File: config.mk
export PLATFORM = sky130hd
export DESIGN_NAME = trp_ctrl
export DESIGN_NICKNAME = d
export VERILOG_FILES = /design/src/rtl/trp_pkg.sv /design/src/rtl/trp_ctrl.sv
export SDC_FILE = /design/constraint.sdc
export NUM_CORES = 1
export LEC_CHECK = 0
export BUFFER_PORTS_ARGS = -buffer_cell sky130_fd_sc_hd__buf_4
export CAP_MARGIN = 15
export CORE_AREA = 2 2 39 41
export DETAILED_ROUTE_END_ITERATION = 8
export DIE_AREA = 0 0 41 43
export PLACE_DENSITY_LB_ADDON = 0.15
export REMOVE_ABC_BUFFERS = 1
export SYNTH_ARGS = -nofsm -noshare
export SYNTH_HDL_FRONTEND = slang
export SYNTH_SLANG_ARGS = --single-unit
File: constraint.sdc
create_clock -name clk_i -period 1.81 [get_ports clk_i]
set_input_delay 0.181 -clock clk_i [delete_from_list [all_inputs] [get_ports clk_i]]
set_output_delay 0.181 -clock clk_i [all_outputs]
set_load 0.02 [all_outputs]
File: src/rtl/trp_pkg.sv
`timescale 1ns / 1ps
package trp_pkg;

  localparam logic [2:0] CFG_FLIGHT_MODE = 3'd0;
  localparam logic [2:0] CFG_RATE_P      = 3'd1;
  localparam logic [2:0] CFG_RATE_I      = 3'd2;
  localparam logic [2:0] CFG_RATE_D      = 3'd3;
  localparam logic [2:0] CFG_LEVEL       = 3'd4;

  localparam logic [2:0] MODE_ZERO     = 3'd3;
  localparam logic [2:0] MODE_SETPOINT = 3'd4;
  localparam logic [2:0] MODE_GYRO     = 3'd5;

  localparam logic [1:0] AXIS_ROLL = 2'd0;
  localparam logic [1:0] AXIS_YAW  = 2'd2;
  localparam logic [1:0] AXIS_NONE = 2'd3;

  // Dividing by 10000 is a shift by four, then a multiply by ceil(2^38 / 625)
  // and a shift by 38, which is exact for every 28-bit operand.
  localparam logic [28:0] IntegRecip = 29'd439804652;
  localparam logic [15:0] DScaleNum  = 16'hFFFF;
  localparam logic signed [29:0] IntegLimit = 30'sd4096000;
  localparam logic signed [31:0] DriveMax   = 32'sd32767;
  localparam logic signed [31:0] DriveMin   = -32'sd32768;

  typedef enum logic [3:0] {
    OP_NONE,
    OP_LEVEL,
    OP_ERR,
    OP_PMUL,
    OP_IMUL,
    OP_IDIV,
    OP_IGAIN,
    OP_IACC,
    OP_DDIV,
    OP_DMUL,
    OP_DSUM,
    OP_DGAIN,
    OP_TOTAL
  } op_e;

  typedef struct packed {
    logic load;
    op_e  op;
  } cmd_t;

  typedef struct packed {
    logic axis_bad;
    logic div_done;
    logic out_busy;
  } status_t;

endpackage

File: src/rtl/trp_ctrl.sv
`timescale 1ns / 1ps
module trp_ctrl (
  input  logic             clk_i,
  input  logic             rst_ni,
  input  logic             in_valid_i,
  output logic             in_ready_o,
  input  trp_pkg::status_t status_i,
  output trp_pkg::cmd_t    cmd_o
);
  import trp_pkg::*;

  typedef enum logic [3:0] {
    S_IDLE, S_LEVEL, S_ERR, S_PMUL, S_IMUL, S_IDIV, S_IGAIN,
    S_IACC, S_DDIV, S_DWAIT, S_DMUL, S_DSUM, S_DGAIN, S_TOTAL
  } state_e;

  state_e state_q;

  always_ff @(posedge clk_i or negedge rst_ni) begin
    if (!rst_ni) begin
      state_q <= S_IDLE;
    end else begin
      unique case (state_q)
        S_IDLE:  if (in_valid_i) state_q <= S_LEVEL;
        // An item for the unused axis code ends here without a result.
        S_LEVEL: state_q <= status_i.axis_bad ? S_IDLE : S_ERR;
        S_ERR:   state_q <= S_PMUL;
        S_PMUL:  state_q <= S_IMUL;
        S_IMUL:  state_q <= S_IDIV;
        S_IDIV:  state_q <= S_IGAIN;
        S_IGAIN: state_q <= S_IACC;
        S_IACC:  state_q <= S_DDIV;
        S_DDIV:  state_q <= S_DWAIT;
        S_DWAIT: if (status_i.div_done) state_q <= S_DMUL;
        S_DMUL:  state_q <= S_DSUM;
        S_DSUM:  state_q <= S_DGAIN;
        S_DGAIN: state_q <= S_TOTAL;
        S_TOTAL: if (!status_i.out_busy) state_q <= S_IDLE;
        default: state_q <= S_IDLE;
      endcase
    end
  end

  always_comb begin
    cmd_o.load = (state_q == S_IDLE) && in_valid_i;
    unique case (state_q)
      S_LEVEL: cmd_o.op = OP_LEVEL;
      S_ERR:   cmd_o.op = OP_ERR;
      S_PMUL:  cmd_o.op = OP_PMUL;
      S_IMUL:  cmd_o.op = OP_IMUL;
      S_IDIV:  cmd_o.op = OP_IDIV;
      S_IGAIN: cmd_o.op = OP_IGAIN;
      S_IACC:  cmd_o.op = OP_IACC;
      S_DDIV:  cmd_o.op = OP_DDIV;
      S_DMUL:  cmd_o.op = OP_DMUL;
      S_DSUM:  cmd_o.op = OP_DSUM;
      S_DGAIN: cmd_o.op = OP_DGAIN;
      S_TOTAL: cmd_o.op = status_i.out_busy ? OP_NONE : OP_TOTAL;
      default: cmd_o.op = OP_NONE;
    endcase
  end

  assign in_ready_o = (state_q == S_IDLE);
endmodule

==> results.yml <==
pwr:
  power_frac_comb_pct: 55.3
  power.density_nw_per_um2: 1892
  power_frac_seq_pct: 32.8
  p_leak_nw: 0.2168
  power.internal_w: 0.0004715
  ir_worst_vdd_uv: 683.9
  pwr-share-clk_pct: 11.9
  p_sw_w: 0.0004520
  switching_share_pct: 48.95
  p_total_w: 0.0009235
sta:
  fin_skew_ns: 0.001853
  period_share_pct: 89.90
  slew_violations: 0
  tightest_slew_ns: 0.4946
  tns_ns: 0
  setup_viol: 0
  min_period_ns: 1.627
  rsz0062_at_grt: "no"
  finalHoldViolCount: 0
  slew_headroom_pct: 67.03
  fmax_ghz: 0.6145
  setup_slack_ns: 0.1827
route:
  wl_per_cell_um: 11.16
  drc: 0
  vias: 331
  drtIter0Drc: 0
  via_per_inst: 4.729
  dr.pass1.iters: 1
  drtAntennaViolNets: 0
  routed_wl_um: 781
finish:
  fillers: 157
  mostFrequentLayoutCell: "buf_4"
  final_cell_area_um2: 488.0
  area_delta_synth_final_pct: 25.40
  finish.utilization_pct: 35.26
  largest_reg_flops: 4
  reg_top3: "state_q (4)"
  diodes: 0
  regMostFlops: "state_q"
  drive_gt1_share_pct: 38.89
  fin_nets: 62
  final_cell_mix: "11 x buf_4, 3 x nor2_1, 3 x clkbuf_4, 3 x dfrtp_1"
worst_setup_path:
  crit_arrival_ns: 1.45
  path_cells: "and2b_1 > o21ai_1 > mux2i_1 > buf_4"
  cp-startpoint: "state_q[1]"
  critPathLaunchType: "flop"
  cp-end-kind: "primary output"
  cp-endpoint: "cmd_o[0]"
  worstPathRequired_ns: 1.63
  r2r-start: "state_q[3]"
  r2r_cells: 3
  path_class: "reg -> out"
  critical_path.slowest_cell: "dfrtp_1"
  slowest_delay_ns: 0.61
  r2r_end: "state_q[1]"
  r2r_slack_ns: 0.51
  crit_fanout: 15
yosys:
  synth_top_family_by_area: "compound AO/OA/AOI/OAI gates"
  yosys-top-cells-area: "dfrtp_1 26%, a221oi_2 7.7%, o2111ai_4 6.8%, buf_6 5.8%, a21o_1 3.9%"
  ys_ff_latch: 4
  synth_simple_gate_area_share_pct: 20.26
  post-synth-top-area-fraction_pct: 25.72
  ys_warn_count: 0
  synth_xor_area_share_pct: 0
  yosys.area.top_type: "dfrtp_1"
  yosysSeqAreaShare_pct: 25.72
  netlist-cell-type-count: 27
  synth_compound_area_share_pct: 37.94
  synth_ff_type: "dfrtp_1"
  synth_edf_count: 0
  synth-adder-area-share_pct: 0
  synth.cell_area_um2: 389.1
  synthCells: 43
  synthMuxAreaShare_pct: 2.572
  synth_async_sr_flop_share_pct: 100.0
  avgSynthCellArea_um2: 9.049
floorplanning:
  die_width_um: 41
  rows: 14
  dieArea_um2: 1763
  die_h_um: 43
  core_region_area_um2: 1384
  ios: 12
  initial_core_util_pct: 28.12
run_status:
  status: "complete, no violations"
clocking:
  clk_latency_ns: 0.24
  ctsLongestPathBuffers: 2
  h-tree-depth: 1
  clock-sinks: 4
  root_buffer: "clkbuf_4"
  cts_buffers: 3
  clkTransAtPathRegs_ns: 0.03
  cts_tree: "built"
  cts_setup_buffers: 0
place:
  place_congestion: 0.7083
  numPortBuffers: 11
  placed_cell_area_um2: 454.2
  post-dp-hpwl_um: 552.9
  dp_worst_setup_slack_ns: 0.3598
global_route:
  grt_antenna_before_repair: 0
  overflow: 0
  grt_pass1_vias: 322
  grt_use_total_pct: 10.89
  grt_max_degree: 16
  grt_pass1_wl_mm: 1.304
flow_run:
  drv_cap: 0
worst_hold_path:
  hold_depth: 3
  hp-class: "in -> reg"
[cell type report]
cell class	instances	area [µm²]	area share (%)
Sequential cell	4	101.3	20.77
Timing Repair Buffer	12	92.59	18.97
Tap cell	16	20.02	4.103
Clock buffer	3	22.52	4.615
Inverter	4	15.01	3.077
Multi-Input combinational cell	31	236.5	48.46
[worst max-delay path: cells and delay by family (launching register included)]
| kind | cells | cell delay, ns |
|---|---|---|
| AOI/OAI and AO/OA | 1 | 0.07 |
| buffers and inverters | 1 | 0.16 |
| DFF | 1 | 0.61 |
| muxes | 1 | 0.16 |
| and+or+nand+nor | 1 | 0.21 |
[routing by layer]
layer  vias up  share of wire [%]  global-route usage (%)
met1       144                 48                   14.33
li1        176                  -                       -
met4         0                2.2                   6.000
met3         2                4.0                   3.665
met5         -                  0                       0
met2         9                 46                   15.00
[worst min path at each step]
stage / start / end / slack, ns
2_1_floorplan: rst_ni / state_q[0] / -0.11
5_1_grt: status_i[2] / state_q[1] / 0.25
6_report: status_i[2] / state_q[1] / 0.24
3_3_place_gp: rst_ni / state_q[3] / -0.02
4_1_cts: status_i[2] / state_q[1] / 0.23
3_5_place_dp: rst_ni / state_q[1] / -0.02
[synthesized netlist by cell type, types with 2 or more instances]
master	instances
and2_1	2
a21o_1	2
dfrtp_1	4
nand2b_1	2
buf_4	2
o21ai_1	2
inv_1	2
o21ai_0	2
buf_6	2
inv_2	2
a21oi_1	2
a221oi_2	2
nor2_1	3
[power groups by stage]
stage / sequential [W] / combinational [W] / clock [W]
floorplan: 0.000259 / 0.000374 / 0
global placement: 0.000304 / 0.000519 / 0
detailed placement: 0.000303 / 0.000515 / 0
CTS: 0.000302 / 0.000519 / 0.000114
global route: 0.000321 / 0.000560 / 0.000117
finish: 0.000303 / 0.000511 / 0.000110
[what timing repair did]
item	in CTS	in global routing
hold endpoints to repair	4	0
gates resized for setup	0	1
hold buffers	1	0
endpoints found under the setup margin	0	1
[cells by family after synthesis]
| kind of cell | count (synthesis) |
|---|---|
| AOI/OAI and AO/OA | 17 |
| and+or+nand+nor | 13 |
| buffers and inverters | 8 |
| DFF | 4 |
| muxes | 1 |
[metrics by stage]
step	std cells	hold slack, ns
2_1_floorplan	39	-0.1146
3_3_place_gp	66	-0.01996
3_5_place_dp	66	-0.02089
4_1_cts	70	0.2315
5_1_grt	70	0.2474
6_report	70	0.2357
No activity file was read; power rests on OpenSTA's default activity.
